===== config.mk =====
export PLATFORM = sky130hd
export DESIGN_NAME = ppm_header_parse_row_framer_core_flat
export DESIGN_NICKNAME = d
export VERILOG_FILES = /design/src/sv/ppmhp_pkg.sv /design/src/sv/ppmhp_if.sv /design/src/sv/ppmhp_front.sv /design/src/sv/ppmhp_queue.sv /design/src/sv/ppmhp_back.sv /design/src/sv/ppm_header_parse_row_framer_core.sv /design/src/flat_wrapper.sv
export VERILOG_INCLUDE_DIRS = /design/src /design/src/sv
export SDC_FILE = /design/constraint.sdc
export NUM_CORES = 1
export LEC_CHECK = 0
export BUFFER_PORTS_ARGS = -buffer_cell sky130_fd_sc_hd__buf_2
export CORE_MARGIN = 4
export CORE_UTILIZATION = 40
export CTS_CLUSTER_SIZE = 14
export DETAILED_ROUTE_END_ITERATION = 6
export PLACE_DENSITY_LB_ADDON = 0.08
export SLEW_MARGIN = 20
export SYNTH_ARGS = -nofsm -noshare
export SYNTH_HDL_FRONTEND = slang
export SYNTH_SLANG_ARGS = --single-unit

===== constraint.sdc =====
create_clock -name clk_i -period 18.05 [get_ports clk_i]
set_input_delay 3.61 -clock clk_i [delete_from_list [all_inputs] [get_ports clk_i]]
set_output_delay 3.61 -clock clk_i [all_outputs]
set_load 0.03 [all_outputs]

===== src/sv/ppm_header_parse_row_framer_core_assert.svh =====
// Assertion helpers shared by the framer modules.
// Every assertion is clocked on clk_i and is switched off while rst_ni is low.
`ifndef PPM_HEADER_PARSE_ROW_FRAMER_CORE_ASSERT_SVH
`define PPM_HEADER_PARSE_ROW_FRAMER_CORE_ASSERT_SVH

`ifndef SYNTHESIS
`define PPMHP_ASSERT(label, prop, msg) \
  label: assert property (@(posedge clk_i) disable iff (!rst_ni) prop) \
    else $error(msg);
`define PPMHP_NEVER(label, cond, msg) \
  label: assert property (@(posedge clk_i) disable iff (!rst_ni) !(cond)) \
    else $error(msg);
`else
`define PPMHP_ASSERT(label, prop, msg)
`define PPMHP_NEVER(label, cond, msg)
`endif

`endif


===== src/sv/ppmhp_pkg.sv =====
package ppmhp_pkg;

  // Sizing
  localparam int unsigned DimBits    = 32;
  localparam int unsigned TokenLimit = 64;
  localparam int unsigned TokLenW    = $clog2(TokenLimit);
  localparam int unsigned ProdW      = DimBits + 4;
  localparam int unsigned ColW       = DimBits + 2;
  localparam int unsigned QueueDepth = 4;
  localparam int unsigned QPtrW      = $clog2(QueueDepth);

  // Characters of interest
  localparam logic [7:0] MagicFirst  = 8'h50;  // 'P'
  localparam logic [7:0] MagicSecond = 8'h36;  // '6'
  localparam logic [7:0] CharHash    = 8'h23;
  localparam logic [7:0] CharPlus    = 8'h2b;
  localparam logic [7:0] CharZero    = 8'h30;
  localparam logic [7:0] CharNine    = 8'h39;
  localparam logic [7:0] CharSpace   = 8'h20;
  localparam logic [7:0] CharTab     = 8'h09;
  localparam logic [7:0] CharLf      = 8'h0a;
  localparam logic [7:0] CharVt      = 8'h0b;
  localparam logic [7:0] CharFf      = 8'h0c;
  localparam logic [7:0] CharCr      = 8'h0d;

  localparam logic [DimBits-1:0] MaxvalOnly = DimBits'(255);

  typedef enum logic [1:0] {
    KindHeader = 2'd0,
    KindFilter = 2'd1,
    KindPixel  = 2'd2,
    KindError  = 2'd3
  } kind_e;

  typedef enum logic [2:0] {
    ErrMagic    = 3'd0,
    ErrWidth    = 3'd1,
    ErrHeight   = 3'd2,
    ErrMaxval   = 3'd3,
    ErrTooLong  = 3'd4,
    ErrTooLarge = 3'd5,
    ErrShort    = 3'd6
  } err_e;

  // Work handed from the parser to the emitter
  typedef enum logic [2:0] {
    OpPixel       = 3'd0,  // pixel byte
    OpPixelRow    = 3'd1,  // filter byte, then pixel byte
    OpError       = 3'd2,  // error word
    OpHeader      = 3'd3,  // header accepted
    OpHeaderShort = 3'd4   // header accepted, then short data error
  } op_e;

  typedef enum logic {
    CfgMaxWidth  = 1'b0,
    CfgMaxHeight = 1'b1
  } cfg_idx_e;

  typedef struct packed {
    op_e                op;
    logic [7:0]         data;
    err_e               code;
    logic               last;
    logic [DimBits-1:0] width;
    logic [DimBits-1:0] height;
  } cmd_t;

  function automatic logic is_space(input logic [7:0] b);
    return (b == CharSpace) || (b == CharTab) || (b == CharLf) ||
           (b == CharVt) || (b == CharFf) || (b == CharCr);
  endfunction

endpackage


===== src/sv/ppmhp_if.sv =====
// Input byte channel
interface ppmhp_in_if;
  logic       valid;
  logic       ready;
  logic [7:0] in_byte;
  logic       end_of_file;

  modport source (output valid, output in_byte, output end_of_file, input ready);
  modport sink   (input valid, input in_byte, input end_of_file, output ready);
endinterface

// Result channel
interface ppmhp_out_if;
  logic        valid;
  logic        ready;
  logic [1:0]  kind;
  logic [7:0]  out_byte;
  logic [31:0] width_out;
  logic [31:0] height_out;
  logic [2:0]  error_code;
  logic        last;

  modport source (output valid, output kind, output out_byte, output width_out,
                  output height_out, output error_code, output last, input ready);
  modport sink   (input valid, input kind, input out_byte, input width_out,
                  input height_out, input error_code, input last, output ready);
endinterface

// Register write channel
interface ppmhp_cfg_if;
  logic        valid;
  logic        ready;
  logic        index;
  logic [31:0] data;

  modport source (output valid, output index, output data, input ready);
  modport sink   (input valid, input index, input data, output ready);
endinterface


===== src/sv/ppmhp_front.sv =====
`include "ppm_header_parse_row_framer_core_assert.svh"

module ppmhp_front import ppmhp_pkg::*; (
  input  logic         clk_i,
  input  logic         rst_ni,
  ppmhp_in_if.sink     in_i,
  ppmhp_cfg_if.sink    cfg_i,
  input  logic         full_i,
  output logic         push_o,
  output cmd_t         cmd_o
);

  typedef enum logic [6:0] {
    PhMagic  = 7'b0000001,
    PhWidth  = 7'b0000010,
    PhHeight = 7'b0000100,
    PhMaxval = 7'b0001000,
    PhPixels = 7'b0010000,
    PhDone   = 7'b0100000,
    PhError  = 7'b1000000
  } phase_e;

  function automatic err_e phase_err(input phase_e p);
    unique case (p)
      PhWidth:  return ErrWidth;
      PhHeight: return ErrHeight;
      PhMaxval: return ErrMaxval;
      default:  return ErrMagic;
    endcase
  endfunction

  phase_e              phase_q, phase_d;
  logic                in_comment_q, in_comment_d;
  logic                in_token_q, in_token_d;
  logic [TokLenW-1:0]  tok_len_q, tok_len_d;
  logic [DimBits-1:0]  tok_val_q, tok_val_d;
  logic                tok_bad_q, tok_bad_d;
  logic                tok_digit_q, tok_digit_d;
  logic [DimBits-1:0]  img_w_q, img_w_d;
  logic [DimBits-1:0]  img_h_q, img_h_d;
  logic [ColW-1:0]     col_q, col_d;
  logic [ColW-1:0]     row_last_q, row_last_d;
  logic [DimBits-1:0]  row_q, row_d;
  logic [31:0]         max_w_q, max_h_q;

  logic       in_hs;
  logic [7:0] b;
  logic       in_header;

  assign in_i.ready  = !full_i;
  assign cfg_i.ready = 1'b1;
  assign in_hs       = in_i.valid && in_i.ready;
  assign b           = in_i.in_byte;
  assign in_header   = (phase_q == PhMagic) || (phase_q == PhWidth) ||
                       (phase_q == PhHeight) || (phase_q == PhMaxval);

  // Verdict on the token held so far, should it close now
  logic   num_ok, close_fail, close_hdr;
  err_e   close_code;
  phase_e close_next;

  assign num_ok = !tok_bad_q && tok_digit_q;

  always_comb begin
    close_fail = 1'b0;
    close_hdr  = 1'b0;
    close_code = ErrMagic;
    close_next = phase_q;
    unique case (phase_q)
      PhMagic: begin
        close_fail = tok_bad_q || (tok_len_q != TokLenW'(2));
        close_code = ErrMagic;
        close_next = PhWidth;
      end
      PhWidth: begin
        close_fail = !num_ok || (tok_val_q == '0);
        close_code = ErrWidth;
        close_next = PhHeight;
      end
      PhHeight: begin
        close_fail = !num_ok || (tok_val_q == '0);
        close_code = ErrHeight;
        close_next = PhMaxval;
      end
      PhMaxval: begin
        close_next = PhPixels;
        if (!num_ok || (tok_val_q != MaxvalOnly)) begin
          close_fail = 1'b1;
          close_code = ErrMaxval;
        end else if ((32'(img_w_q) > max_w_q) || (32'(img_h_q) > max_h_q)) begin
          close_fail = 1'b1;
          close_code = ErrTooLarge;
        end else begin
          close_hdr = 1'b1;
        end
      end
      default: ;
    endcase
  end

  // Token character: running length, value and validity
  logic [TokLenW-1:0] cur_len;
  logic [DimBits-1:0] cur_val;
  logic               cur_bad, cur_digit;
  logic               too_long, is_digit, magic_bad, ovf;
  logic [3:0]         dig_val;
  logic [ProdW-1:0]   prod;

  assign cur_len   = in_token_q ? tok_len_q : '0;
  assign cur_val   = in_token_q ? tok_val_q : '0;
  assign cur_bad   = in_token_q && tok_bad_q;
  assign cur_digit = in_token_q && tok_digit_q;
  assign too_long  = ({1'b0, cur_len} + 1'b1) >= (TokLenW + 1)'(TokenLimit);
  assign is_digit  = (b >= CharZero) && (b <= CharNine);
  assign dig_val   = 4'(b - CharZero);
  // value * 10 + digit as (value << 3) + (value << 1) + digit
  assign prod      = ProdW'({cur_val, 3'b000}) + ProdW'({cur_val, 1'b0}) + ProdW'(dig_val);
  assign ovf       = |prod[ProdW-1:DimBits];
  assign magic_bad = ((cur_len == '0) && (b != MagicFirst)) ||
                     ((cur_len == TokLenW'(1)) && (b != MagicSecond)) ||
                     (cur_len >= TokLenW'(2));

  // Row bookkeeping
  logic [DimBits-1:0] row_next;
  assign row_next = row_q + 1'b1;

  // Next state and the word handed on
  always_comb begin
    phase_d      = phase_q;
    in_comment_d = in_comment_q;
    in_token_d   = in_token_q;
    tok_len_d    = tok_len_q;
    tok_val_d    = tok_val_q;
    tok_bad_d    = tok_bad_q;
    tok_digit_d  = tok_digit_q;
    img_w_d      = img_w_q;
    img_h_d      = img_h_q;
    col_d        = col_q;
    row_last_d   = row_last_q;
    row_d        = row_q;
    push_o       = 1'b0;
    cmd_o.op     = OpError;
    cmd_o.data   = '0;
    cmd_o.code   = ErrMagic;
    cmd_o.last   = 1'b0;
    cmd_o.width  = img_w_q;
    cmd_o.height = img_h_q;

    if (in_hs) begin
      if (in_i.end_of_file) begin
        // close any open token, report what is missing, start over
        if (in_header) begin
          push_o = 1'b1;
          if (!in_token_q) begin
            cmd_o.code = phase_err(phase_q);
          end else if (close_fail) begin
            cmd_o.code = close_code;
          end else if (close_hdr) begin
            cmd_o.op = OpHeaderShort;
          end else begin
            cmd_o.code = phase_err(close_next);
          end
        end else if (phase_q == PhPixels) begin
          push_o     = 1'b1;
          cmd_o.code = ErrShort;
        end
        phase_d      = PhMagic;
        in_comment_d = 1'b0;
        in_token_d   = 1'b0;
        tok_len_d    = '0;
        tok_val_d    = '0;
        tok_bad_d    = 1'b0;
        tok_digit_d  = 1'b0;
        img_w_d      = '0;
        img_h_d      = '0;
        col_d        = '0;
        row_d        = '0;
      end else if (in_header) begin
        if (in_comment_q) begin
          if (b == CharLf) begin
            in_comment_d = 1'b0;
          end
        end else if (is_space(b)) begin
          if (in_token_q) begin
            in_token_d = 1'b0;
            if (close_fail) begin
              push_o     = 1'b1;
              cmd_o.code = close_code;
              phase_d    = PhError;
            end else begin
              phase_d = close_next;
              if (phase_q == PhWidth) begin
                img_w_d = tok_val_q;
              end
              if (phase_q == PhHeight) begin
                img_h_d = tok_val_q;
              end
              if (close_hdr) begin
                push_o     = 1'b1;
                cmd_o.op   = OpHeader;
                col_d      = '0;
                row_d      = '0;
                row_last_d = ColW'({img_w_q, 1'b0}) + ColW'(img_w_q) - 1'b1;
              end
            end
          end
        end else if (!in_token_q && (b == CharHash)) begin
          in_comment_d = 1'b1;
        end else if (too_long) begin
          push_o       = 1'b1;
          cmd_o.code   = ErrTooLong;
          phase_d      = PhError;
          in_token_d   = 1'b0;
          in_comment_d = 1'b0;
        end else begin
          in_token_d  = 1'b1;
          tok_len_d   = cur_len + 1'b1;
          tok_val_d   = cur_val;
          tok_bad_d   = cur_bad;
          tok_digit_d = cur_digit;
          if (phase_q == PhMagic) begin
            tok_bad_d = cur_bad || magic_bad;
          end else if (is_digit) begin
            tok_digit_d = 1'b1;
            if (ovf) begin
              tok_bad_d = 1'b1;
            end else begin
              tok_val_d = prod[DimBits-1:0];
            end
          end else if (!((b == CharPlus) && (cur_len == '0))) begin
            tok_bad_d = 1'b1;
          end
        end
      end else if (phase_q == PhPixels) begin
        push_o     = 1'b1;
        cmd_o.op   = (col_q == '0) ? OpPixelRow : OpPixel;
        cmd_o.data = b;
        if (col_q == row_last_q) begin
          col_d = '0;
          row_d = row_next;
          if (row_next == img_h_q) begin
            cmd_o.last = 1'b1;
            phase_d    = PhDone;
          end
        end else begin
          col_d = col_q + 1'b1;
        end
      end
    end
  end

  // Parser state
  always_ff @(posedge clk_i or negedge rst_ni) begin
    if (!rst_ni) begin
      phase_q      <= PhMagic;
      in_comment_q <= 1'b0;
      in_token_q   <= 1'b0;
      tok_len_q    <= '0;
      tok_val_q    <= '0;
      tok_bad_q    <= 1'b0;
      tok_digit_q  <= 1'b0;
      img_w_q      <= '0;
      img_h_q      <= '0;
      col_q        <= '0;
      row_last_q   <= '0;
      row_q        <= '0;
    end else begin
      phase_q      <= phase_d;
      in_comment_q <= in_comment_d;
      in_token_q   <= in_token_d;
      tok_len_q    <= tok_len_d;
      tok_val_q    <= tok_val_d;
      tok_bad_q    <= tok_bad_d;
      tok_digit_q  <= tok_digit_d;
      img_w_q      <= img_w_d;
      img_h_q      <= img_h_d;
      col_q        <= col_d;
      row_last_q   <= row_last_d;
      row_q        <= row_d;
    end
  end

  // Size limits
  always_ff @(posedge clk_i or negedge rst_ni) begin
    if (!rst_ni) begin
      max_w_q <= '1;
      max_h_q <= '1;
    end else if (cfg_i.valid && cfg_i.ready) begin
      unique case (cfg_idx_e'(cfg_i.index))
        CfgMaxWidth:  max_w_q <= cfg_i.data;
        CfgMaxHeight: max_h_q <= cfg_i.data;
        default: ;
      endcase
    end
  end

  `PPMHP_ASSERT(a_eof_restarts, (in_hs && in_i.end_of_file) |=> (phase_q == PhMagic) && !in_token_q && !in_comment_q, "end of file did not restart the parser")
  `PPMHP_NEVER(a_token_in_comment, in_token_q && in_comment_q, "token open inside a comment")

endmodule


===== src/sv/ppmhp_queue.sv =====
`include "ppm_header_parse_row_framer_core_assert.svh"

module ppmhp_queue import ppmhp_pkg::*; (
  input  logic clk_i,
  input  logic rst_ni,
  input  logic push_i,
  input  cmd_t cmd_i,
  output logic full_o,
  input  logic pop_i,
  output cmd_t head_o,
  output logic valid_o
);

  cmd_t             mem_q [QueueDepth];
  logic [QPtrW-1:0] wr_ptr_q, rd_ptr_q;
  logic [QPtrW:0]   cnt_q;

  assign full_o  = (cnt_q == (QPtrW + 1)'(QueueDepth));
  assign valid_o = (cnt_q != '0);
  assign head_o  = mem_q[rd_ptr_q];

  function automatic logic [QPtrW-1:0] ptr_inc(input logic [QPtrW-1:0] p);
    return (p == QPtrW'(QueueDepth - 1)) ? '0 : p + 1'b1;
  endfunction

  // Pointers and fill count
  always_ff @(posedge clk_i or negedge rst_ni) begin
    if (!rst_ni) begin
      wr_ptr_q <= '0;
      rd_ptr_q <= '0;
      cnt_q    <= '0;
    end else begin
      if (push_i) begin
        wr_ptr_q <= ptr_inc(wr_ptr_q);
      end
      if (pop_i) begin
        rd_ptr_q <= ptr_inc(rd_ptr_q);
      end
      if (push_i && !pop_i) begin
        cnt_q <= cnt_q + 1'b1;
      end else if (!push_i && pop_i) begin
        cnt_q <= cnt_q - 1'b1;
      end
    end
  end

  // Entries
  always_ff @(posedge clk_i) begin
    if (push_i) begin
      mem_q[wr_ptr_q] <= cmd_i;
    end
  end

  `PPMHP_NEVER(a_no_overflow, push_i && full_o, "word pushed into full queue")
  `PPMHP_NEVER(a_no_underflow, pop_i && !valid_o, "word popped from empty queue")

endmodule


===== src/sv/ppmhp_back.sv =====
`include "ppm_header_parse_row_framer_core_assert.svh"

module ppmhp_back import ppmhp_pkg::*; (
  input  logic        clk_i,
  input  logic        rst_ni,
  input  cmd_t        head_i,
  input  logic        head_valid_i,
  output logic        pop_o,
  ppmhp_out_if.source out_o
);

  logic        out_valid_q, out_valid_d;
  logic        sub_q, sub_d;
  kind_e       kind_q, kind_d;
  logic [7:0]  byte_q, byte_d;
  logic [31:0] w_q, w_d;
  logic [31:0] h_q, h_d;
  err_e        code_q, code_d;
  logic        last_q, last_d;

  logic two, load;

  assign two   = (head_i.op == OpPixelRow) || (head_i.op == OpHeaderShort);
  assign load  = head_valid_i && (!out_valid_q || out_o.ready);
  assign pop_o = load && (!two || sub_q);

  // Result word for the head entry; second half selected by sub_q
  always_comb begin
    kind_d = KindError;
    byte_d = '0;
    w_d    = '0;
    h_d    = '0;
    code_d = ErrMagic;
    last_d = 1'b0;
    case (head_i.op)
      OpPixel: begin
        kind_d = KindPixel;
        byte_d = head_i.data;
        last_d = head_i.last;
      end
      OpPixelRow: begin
        if (!sub_q) begin
          kind_d = KindFilter;
        end else begin
          kind_d = KindPixel;
          byte_d = head_i.data;
          last_d = head_i.last;
        end
      end
      OpError: begin
        kind_d = KindError;
        code_d = head_i.code;
        last_d = 1'b1;
      end
      OpHeader: begin
        kind_d = KindHeader;
        w_d    = 32'(head_i.width);
        h_d    = 32'(head_i.height);
      end
      OpHeaderShort: begin
        if (!sub_q) begin
          kind_d = KindHeader;
          w_d    = 32'(head_i.width);
          h_d    = 32'(head_i.height);
        end else begin
          kind_d = KindError;
          code_d = ErrShort;
          last_d = 1'b1;
        end
      end
      default: ;
    endcase
  end

  always_comb begin
    sub_d       = sub_q;
    out_valid_d = out_valid_q;
    if (load) begin
      sub_d       = two && !sub_q;
      out_valid_d = 1'b1;
    end else if (out_o.ready) begin
      out_valid_d = 1'b0;
    end
  end

  // Output register control
  always_ff @(posedge clk_i or negedge rst_ni) begin
    if (!rst_ni) begin
      out_valid_q <= 1'b0;
      sub_q       <= 1'b0;
    end else begin
      out_valid_q <= out_valid_d;
      sub_q       <= sub_d;
    end
  end

  // Output register payload
  always_ff @(posedge clk_i) begin
    if (load) begin
      kind_q <= kind_d;
      byte_q <= byte_d;
      w_q    <= w_d;
      h_q    <= h_d;
      code_q <= code_d;
      last_q <= last_d;
    end
  end

  assign out_o.valid      = out_valid_q;
  assign out_o.kind       = kind_q;
  assign out_o.out_byte   = byte_q;
  assign out_o.width_out  = w_q;
  assign out_o.height_out = h_q;
  assign out_o.error_code = code_q;
  assign out_o.last       = last_q;

  `PPMHP_ASSERT(a_second_half, sub_q |-> head_valid_i && (head_i.op == OpPixelRow || head_i.op == OpHeaderShort), "second result without a two-result entry")

endmodule


===== src/sv/ppm_header_parse_row_framer_core.sv =====
// A word accepted at an edge is parsed into the queue at that same edge; its result then passes
// through the emitter's output register before it shows on out_o.
// Throughput: one input word per cycle while the queue has room; the first pixel of each row and an
// end of file right after the maxval token give two result words each, holding the emitter for both,
// so on short rows, or while out_o is not ready, the 4-entry queue fills and input stalls.
// Reset (rst_ni, asynchronous, active low): parser to magic token, queue and output empty, limits 1s.
module ppm_header_parse_row_framer_core import ppmhp_pkg::*; (
  input  logic        clk_i,
  input  logic        rst_ni,
  ppmhp_in_if.sink    in_i,
  ppmhp_out_if.source out_o,
  ppmhp_cfg_if.sink   cfg_i
);

  logic full, push, pop, head_valid;
  cmd_t cmd, head;

  // Parser: header tokens, comments, row counting
  ppmhp_front u_front (
    .clk_i  (clk_i),
    .rst_ni (rst_ni),
    .in_i   (in_i),
    .cfg_i  (cfg_i),
    .full_i (full),
    .push_o (push),
    .cmd_o  (cmd)
  );

  // Decoupling queue
  ppmhp_queue u_queue (
    .clk_i   (clk_i),
    .rst_ni  (rst_ni),
    .push_i  (push),
    .cmd_i   (cmd),
    .full_o  (full),
    .pop_i   (pop),
    .head_o  (head),
    .valid_o (head_valid)
  );

  // Emitter: expands entries into result words
  ppmhp_back u_back (
    .clk_i        (clk_i),
    .rst_ni       (rst_ni),
    .head_i       (head),
    .head_valid_i (head_valid),
    .pop_o        (pop),
    .out_o        (out_o)
  );

endmodule

===== src/flat_wrapper.sv =====
// flat-port wrapper written by rule: the top's interface ports become plain ports
module ppm_header_parse_row_framer_core_flat import ppmhp_pkg::*;
  (clk_i, rst_ni, in_i_valid, in_i_in_byte, in_i_end_of_file, in_i_ready, out_o_valid, out_o_kind, out_o_out_byte, out_o_width_out, out_o_height_out, out_o_error_code, out_o_last, out_o_ready, cfg_i_valid, cfg_i_index, cfg_i_data, cfg_i_ready);
  ppmhp_in_if in_i_i ();
  ppmhp_out_if out_o_i ();
  ppmhp_cfg_if cfg_i_i ();
  input  logic clk_i;
  input  logic rst_ni;
  input wire logic [$bits(in_i_i.valid)-1:0] in_i_valid;
  input wire logic [$bits(in_i_i.in_byte)-1:0] in_i_in_byte;
  input wire logic [$bits(in_i_i.end_of_file)-1:0] in_i_end_of_file;
  output wire logic [$bits(in_i_i.ready)-1:0] in_i_ready;
  output wire logic [$bits(out_o_i.valid)-1:0] out_o_valid;
  output wire logic [$bits(out_o_i.kind)-1:0] out_o_kind;
  output wire logic [$bits(out_o_i.out_byte)-1:0] out_o_out_byte;
  output wire logic [$bits(out_o_i.width_out)-1:0] out_o_width_out;
  output wire logic [$bits(out_o_i.height_out)-1:0] out_o_height_out;
  output wire logic [$bits(out_o_i.error_code)-1:0] out_o_error_code;
  output wire logic [$bits(out_o_i.last)-1:0] out_o_last;
  input wire logic [$bits(out_o_i.ready)-1:0] out_o_ready;
  input wire logic [$bits(cfg_i_i.valid)-1:0] cfg_i_valid;
  input wire logic [$bits(cfg_i_i.index)-1:0] cfg_i_index;
  input wire logic [$bits(cfg_i_i.data)-1:0] cfg_i_data;
  output wire logic [$bits(cfg_i_i.ready)-1:0] cfg_i_ready;
  assign in_i_i.valid = in_i_valid;
  assign in_i_i.in_byte = in_i_in_byte;
  assign in_i_i.end_of_file = in_i_end_of_file;
  assign in_i_ready = in_i_i.ready;
  assign out_o_valid = out_o_i.valid;
  assign out_o_kind = out_o_i.kind;
  assign out_o_out_byte = out_o_i.out_byte;
  assign out_o_width_out = out_o_i.width_out;
  assign out_o_height_out = out_o_i.height_out;
  assign out_o_error_code = out_o_i.error_code;
  assign out_o_last = out_o_i.last;
  assign out_o_i.ready = out_o_ready;
  assign cfg_i_i.valid = cfg_i_valid;
  assign cfg_i_i.index = cfg_i_index;
  assign cfg_i_i.data = cfg_i_data;
  assign cfg_i_ready = cfg_i_i.ready;
  ppm_header_parse_row_framer_core u_core (.clk_i(clk_i), .rst_ni(rst_ni), .in_i(in_i_i), .out_o(out_o_i), .cfg_i(cfg_i_i));
endmodule

* Word-level counts from Yosys, hierarchy flattened *
Memory sizes are Yosys's and may differ from the RTL's.
Index checks and enable logic that the tools add are counted.

operators by class
  add/subtract/negate cells = 13
  $mul = 0
  divide/modulo/power cells = 0
  order comparisons = 6
  eq/ne operators = 44
  shift operators = 0
  multiplexer cells = 170
  bitwise operators = 4
  reductions and logical operators = 69

operators by type and width
  operator                                             count
  2-to-1 mux 32 bit                                    35
  2-to-1 mux 34 bit                                    9
  case mux 32 bit (2 select lines)                     2
  2-to-1 mux 7 bit                                     11
  2-to-1 mux 3 bit                                     22
  greater-than comparator 32 bit                       2
  2-to-1 mux 1 bit                                     64
  2-to-1 mux 6 bit                                     7
  == test 8 x 4 -> 1 bit (second input constant)       5
  adder 35 x 33 -> 36 bit                              1
  adder 36 x 4 -> 36 bit                               1
  adder 33 x 32 -> 34 bit                              1
  adder 34 x 1 -> 34 bit (second input constant)       1
  == test 34 bit                                       1
  zero test 34 bit                                     1
  subtractor 34 x 1 -> 34 bit (second input constant)  1
  adder 32 x 1 -> 32 bit (second input constant)       1
  == test 32 bit                                       1
  zero test 32 bit                                     1
  != test 32 x 8 -> 1 bit (second input constant)      1
  case mux 7 bit (4 select lines)                      1
  == test 8 x 6 -> 1 bit (second input constant)       3
  2-to-1 mux 8 bit                                     3
  AND reduction 8 bit                                  3
  52 further kinds                                     128

storage, ports and cells
  register bits after elaboration = 364
  bits in latches = 0
  RAM bits = 316
  bits in read-only memories = 0
  input port bits = 47
  output and inout port bits = 81
  memories = 1

memories
  memory                depth  bits a word  read ports  clocked after Yosys merged registers in  wr ports  line               RTL
  u_core.u_queue.mem_q  4      79           1           0                                        1         ppmhp_queue.sv:14  cmd_t mem_q [QueueDepth];

* Logic depth before layout (Yosys ltp) *
  depth after elaboration = 18
  mapped depth = 20

* By module *
Synthesis repeated with hierarchy kept, for this count alone.

second synthesis, totals
  cell total of the unflattened synthesis = 2909
  area total of the unflattened synthesis = 35200.0 um^2

by module, submodules not included
  module       instances  cells each  area an instance (um^2)  sequential area each (um^2)
  ppmhp_front  1          2270        20012.9                  7013.0
  ppmhp_queue  1          450         11891.4                  9664.3
  ppmhp_back   1          189         3295.7                   2392.3

* Worst setup path after synthesis *
No wires, ideal clock.

  kind = input to register
  from = input out_o_ready
  to = register u_core.u_queue.cnt_q[1]
  data arrival time = 9.521 ns
  data required time = 17.925 ns
  path slack = 8.404 ns
  cell stages on the path = 7
  path buffers = 0
  cell sequence = inv_1 -> a21oi_1 -> o31ai_1 -> ha_1 -> inv_1 -> fa_1 -> mux2_2

between the ends
  longest elaborated chain between the ends = 6

RTL lines
  element                                                        line                RTL
  from (decl)                                                    flat_wrapper.sv:20  input wire logic [$bits(out_o_i.ready)-1:0] out_o_ready;
  logical OR 1 bit *                                             ppmhp_back.sv:24    assign load = head_valid_i && (!out_valid_q || out_o.ready);
  logical AND 1 bit *                                            ppmhp_back.sv:24
  via u_core.u_back.load                                         ppmhp_back.sv:21    logic two, load;
  logical AND 1 bit *                                            ppmhp_back.sv:25    assign pop_o = load && (!two || sub_q);
  zero test 1 bit                                                ppmhp_queue.sv:39   if (push_i && !pop_i) begin
  logical AND 1 bit                                              ppmhp_queue.sv:39
  2-to-1 mux 3 bit / nonzero test 2 bit (equally long branches)  --
  to (signal assigned)                                           ppmhp_queue.sv:40   cnt_q <= cnt_q + 1'b1;
  to (signal assigned)                                           ppmhp_queue.sv:42   cnt_q <= cnt_q - 1'b1;
  to (decl)                                                      ppmhp_queue.sv:16   logic [QPtrW:0] cnt_q;

Mark *: on every way through the listed nets, which the timed path passes. The rest lies on a longest branch.
A chain may end at the register's enable or synchronous reset.

* Final worst setup path *
  from = input in_i_in_byte[3]
  to = register u_core.u_front.tok_val_q[2]

between the ends
  longest elaborated chain between the ends = 12

RTL lines
  element                    line                RTL
  from (decl)                flat_wrapper.sv:10  input wire logic [$bits(in_i_i.in_byte)-1:0] in_i_in_byte;
  subtractor 4 x 1 -> 4 bit  ppmhp_front.sv:115  assign dig_val = 4'(b - CharZero);
  adder 36 x 4 -> 36 bit     ppmhp_front.sv:117  assign prod = ProdW'({cur_val, 3'b000}) + ProdW'({cur_val, 1'b0}) + ProdW'(dig_val);
  OR reduction 4 bit         ppmhp_front.sv:118  assign ovf = |prod[ProdW-1:DimBits];
  2-to-1 mux 32 bit          ppmhp_front.sv:225  if (ovf) begin
  2-to-1 mux 32 bit          ppmhp_front.sv:223  end else if (is_digit) begin
  2-to-1 mux 32 bit          ppmhp_front.sv:221  if (phase_q == PhMagic) begin
  2-to-1 mux 32 bit          ppmhp_front.sv:209  end else if (too_long) begin
  2-to-1 mux 32 bit          ppmhp_front.sv:207  end else if (!in_token_q && (b == CharHash)) begin
  2-to-1 mux 32 bit          ppmhp_front.sv:183  end else if (is_space(b)) begin
  2-to-1 mux 32 bit          ppmhp_front.sv:179  if (in_comment_q) begin
  2-to-1 mux 32 bit          ppmhp_front.sv:178  end else if (in_header) begin
  2-to-1 mux 32 bit          ppmhp_front.sv:150  if (in_i.end_of_file) begin
  to (signal assigned)       ppmhp_front.sv:272  tok_val_q <= tok_val_d;
  to (decl)                  ppmhp_front.sv:36   logic [DimBits-1:0] tok_val_q, tok_val_d;

Several ways; a longest one is shown, not always the timed one. The select of a mux whose other input is x is not followed.

==> results by group <==
Synthesis
  • Net Count, Synth: 3,165
  • Synth top cells by count: 394 x edfxtp_1, 221 x dfrtp_1, 203 x ha_1, 196 x inv_1, 176 x nand2_1
  • Ranking of synthesized cells by area: edfxtp_1 34%, dfrtp_1 16%, ha_1 7.3%
  • Register area share after synthesis: 54.6%
  • Netlist Area Pre-Place: 34,900 µm²
  • Top FF cell, synth: edfxtp_1
  • Dominant cell by count in the synthesized netlist: edfxtp_1
  • Register bit total from synthesis: 680
  • Netlist cell types: 84
  • Post-synth top area share: 33.9%
  • Syn avg cell area: 12.0 µm²
  • Post-Syn Instances: 2,911
  • Yosys top cell by area: edfxtp_1
  • Ys Warns: 0
  • Post-synth EDFFs: 394
  • Fraction of registers with async set/reset: 42.1%

Timing
  • FMAX: 134 MHz
  • Hold Fails Final Rpt: 0
  • Final cycle utilization of the critical path: 41.2%
  • Worst slew pin tran: 1100 ps
  • Unrepaired setup endpoints after global routing: false
  • Final Slew Violations: 0
  • Clock skew: 38.9 ps
  • Rel. slew slack: 26.9%
  • Setup TNS: 0 ps
  • Crit path time final: 7440 ps
  • Final setup fails: 0

Drt
  • DR iter-0 viols: 1,708
  • DR vias: 23,600
  • WL/cell: 23.2 µm
  • Routed wire length: 98,500 µm
  • Vias per cell: 5.56
  • Drt drc: 0
  • First-pass DRT Iterations: 6
  • Antenna Nets Post-Route: 0

Global route
  • Largest net degree at the start of global routing: 84
  • Initial antenna violation count: 11
  • GRT Overall Usage: 21.4%
  • Gr ovfl total: 0
  • First-pass GRT wire length: 149,000 µm
  • Vias in the first global route: 23,500

Floorplanning
  • Initial Util: 40.3%
  • Die Ht: 304 µm
  • Core area: 86,800 µm²
  • Io pins: 128
  • Die Area: 92,200 µm²
  • Die X: 304 µm
  • Row Count: 108

Place
  • Routability Congestion: 0.885
  • # port buffers: 126
  • Placed standard-cell area: 36,900 µm²
  • DP HPWL: 69,600 µm

Power
  • Comb power frac: 27.1%
  • Psw: 0.00164 W
  • Pint: 0.00331 W
  • Sw Ratio: 33.1%
  • PwrDens: 125 nW/µm²
  • Seq pwr share: 41.8%
  • Clock power share: 31.0%
  • Worst vdd ir: 0.000145 V
  • Leakage: 16.3 nW

CTS
  • Post-cts resize count: 0
  • Number of H-tree levels: 3
  • Setup repair bufs after CTS: 0
  • Root buf cell: clkbuf_16
  • Clk buf depth: 3
  • Clk sinks: 680
  • Worst-path clk slew: 60 ps
  • Cts-stage hold buffer count: 0
  • Clk_lat worst skew: 650 ps
  • Num CTS Buffers: 78
  • CTS tree: built

Final layout
  • Sequential cell area: 19,100 µm²
  • FILL cells: 8,044
  • Fin area: 39,400 µm²
  • Area of the multi-input gates: 14,700 µm²
  • Syn-to-layout area delta: 12.8%
  • Share of cells above drive strength 1: 16.8%
  • Nets: 3,277

Worst setup path
  • Max incr delay on CP: 920 ps
  • Critical path class: input pin to register
  • Crit-path slowest cell: and2_1
  • CP required: 18,610 ps
  • Critical Path Source Type: input pin
  • CP Capture Type: register
  • Worst r2r src: u_core.u_front.in_token_q$_DFFE_PN0P_
  • CP max FO: 29
  • Worst path arrival time: 8000 ps
  • CP cell instances: buf_2 -> fa_1 -> inv_1 -> fa_1 -> nor2b_1 -> o211ai_1 -> a211oi_1 -> o22a_1 -> a211oi_1 -> nor2_1 -> nand4_1 -> a21boi_1 -> and2_1 -> a22o_1
  • Critical path origin: in_i_in_byte[3]

Status
  • Outcome: finished, final reports clean

Worst hold path
  • Hold path startpoint: u_core.u_front.max_w_q[13]$_DFFE_PN1P_
  • Worst hold path type: register to register

Job
  • Max Cap Violations: 0
==> power by group through the flow <==
stage                     Sequential [W]  Combinational [W]  Clock (W)
after floorplan                  0.00218           0.000859          0
after global placement           0.00209            0.00135          0
after detailed placement         0.00210            0.00136          0
after CTS                        0.00207            0.00136    0.00158
after global routing             0.00210            0.00147    0.00165
final                            0.00207            0.00134    0.00153
==> per-stage QoR <==
| step | setup slack, ps | std cells | utilization, % | total power, W | hold WS [ps] |
|---|---|---|---|---|---|
| 2_1_floorplan | 8400 | 2911 | - | 0.00304 | 461 |
| 5_1_grt | 10340 | 4240 | 45.4 | 0.00522 | 519 |
| 6_report | 10610 | 4240 | 45.4 | 0.00494 | 505 |
| 3_5_place_dp | 10060 | 4098 | 42.5 | 0.00346 | 498 |
| 4_1_cts | 10690 | 4239 | 45.4 | 0.00501 | 506 |
| 3_3_place_gp | 10090 | 4098 | 42.5 | 0.00344 | 479 |
==> cells in the final DEF, fill, tap and decap left out, types with 36 or more instances in the layout <==
cell type	instances
dfstp_2	65
nand4_1	64
mux2_2	58
nor2b_1	86
o21ai_0	145
nand3_1	133
nor4_1	40
dfrtp_1	219
inv_1	195
xnor2_1	94
nand2_1	175
buf_4	42
ha_1	203
mux4_2	79
buf_2	125
nor2_1	130
nor3_1	36
a22o_1	57
edfxtp_1	394
clkbuf_16	79
a21oi_1	96
and2_1	58
xor2_1	70
==> worst max-delay path: cells and delay by family <==
family / cells / cell delay [ps]
and+or+nand+nor: 4 / 1410
AOI/OAI and AO/OA: 6 / 1630
buffers and inverters: 2 / 270
adders and majority gates: 2 / 1050
==> final timing paths <==
check / cells after the start / slack (ps) / to
worst min register to register: 2 / 500 / u_core.u_front.max_w_q[13]$_DFFE_PN1P_
worst min-delay path: 2 / 500 / u_core.u_front.max_w_q[13]$_DFFE_PN1P_
max in group asynchronous: 2 / 13510 / u_core.u_front.row_last_q[6]$_DFFE_PN0P_
min in group asynchronous: 1 / 2930 / u_core.u_back.out_o.valid$_DFFE_PN0P_
worst max register to register: 14 / 12830 / u_core.u_front.tok_val_q[2]$_DFFE_PN0P_
worst max-delay path: 14 / 10610 / u_core.u_front.tok_val_q[2]$_DFFE_PN0P_
==> per-layer routing <==
| layer | vias up | share of wire (%) | GRT usage [%] |
|---|---|---|---|
| li1 | 11000 | - | - |
| met1 | 11900 | 46 | 30.4 |
| met2 | 535 | 45 | 33.6 |
| met3 | 143 | 4.8 | 2.97 |
| met4 | 8 | 3.5 | 7.70 |
| met5 | - | 0.061 | 0 |
==> registers in the layout (all words and copies together) (netlist names), 3 cells and up <==
name,flops
u_core.u_back.out_o.width_out,32
u_core.u_front.col_q,34
u_core.u_front.max_h_q,32
u_core.u_front.phase_q,7
u_core.u_front.row_q,32
u_core.u_queue.cnt_q,3
u_core.u_front.row_last_q,34
u_core.u_back.out_o.error_code,3
u_core.u_queue.mem_q,316
u_core.u_back.out_o.out_byte,8
u_core.u_front.tok_len_q,6
u_core.u_front.img_h_q,32
u_core.u_front.img_w_q,32
u_core.u_back.out_o.height_out,32
u_core.u_front.max_w_q,32
u_core.u_front.tok_val_q,32
==> layout make-up <==
type | count | share of cell area, %
Clock inverter | 38 | 0.994
Sequential cell | 680 | 48.4
Timing Repair Buffer | 168 | 2.43
Antenna cell | 1 | 0.00635
Tap cell | 1155 | 3.67
Clock buffer | 103 | 5.37
Inverter | 197 | 1.88
Multi-Input combinational cell | 1898 | 37.3
==> cell families after synthesis <==
group / after synthesis / share of synthesized area [%]
and+or+nand+nor: 866 / 13.2
DFF: 680 / 54.6
AOI/OAI and AO/OA: 510 / 9.62
buffers and inverters: 333 / 3.62
adders and majority gates: 207 / 7.50
xor gates and xnor gates: 164 / 4.11
muxes: 150 / 7.35
other: 1 / 0.0107
(Power assumes the default switching activity.)
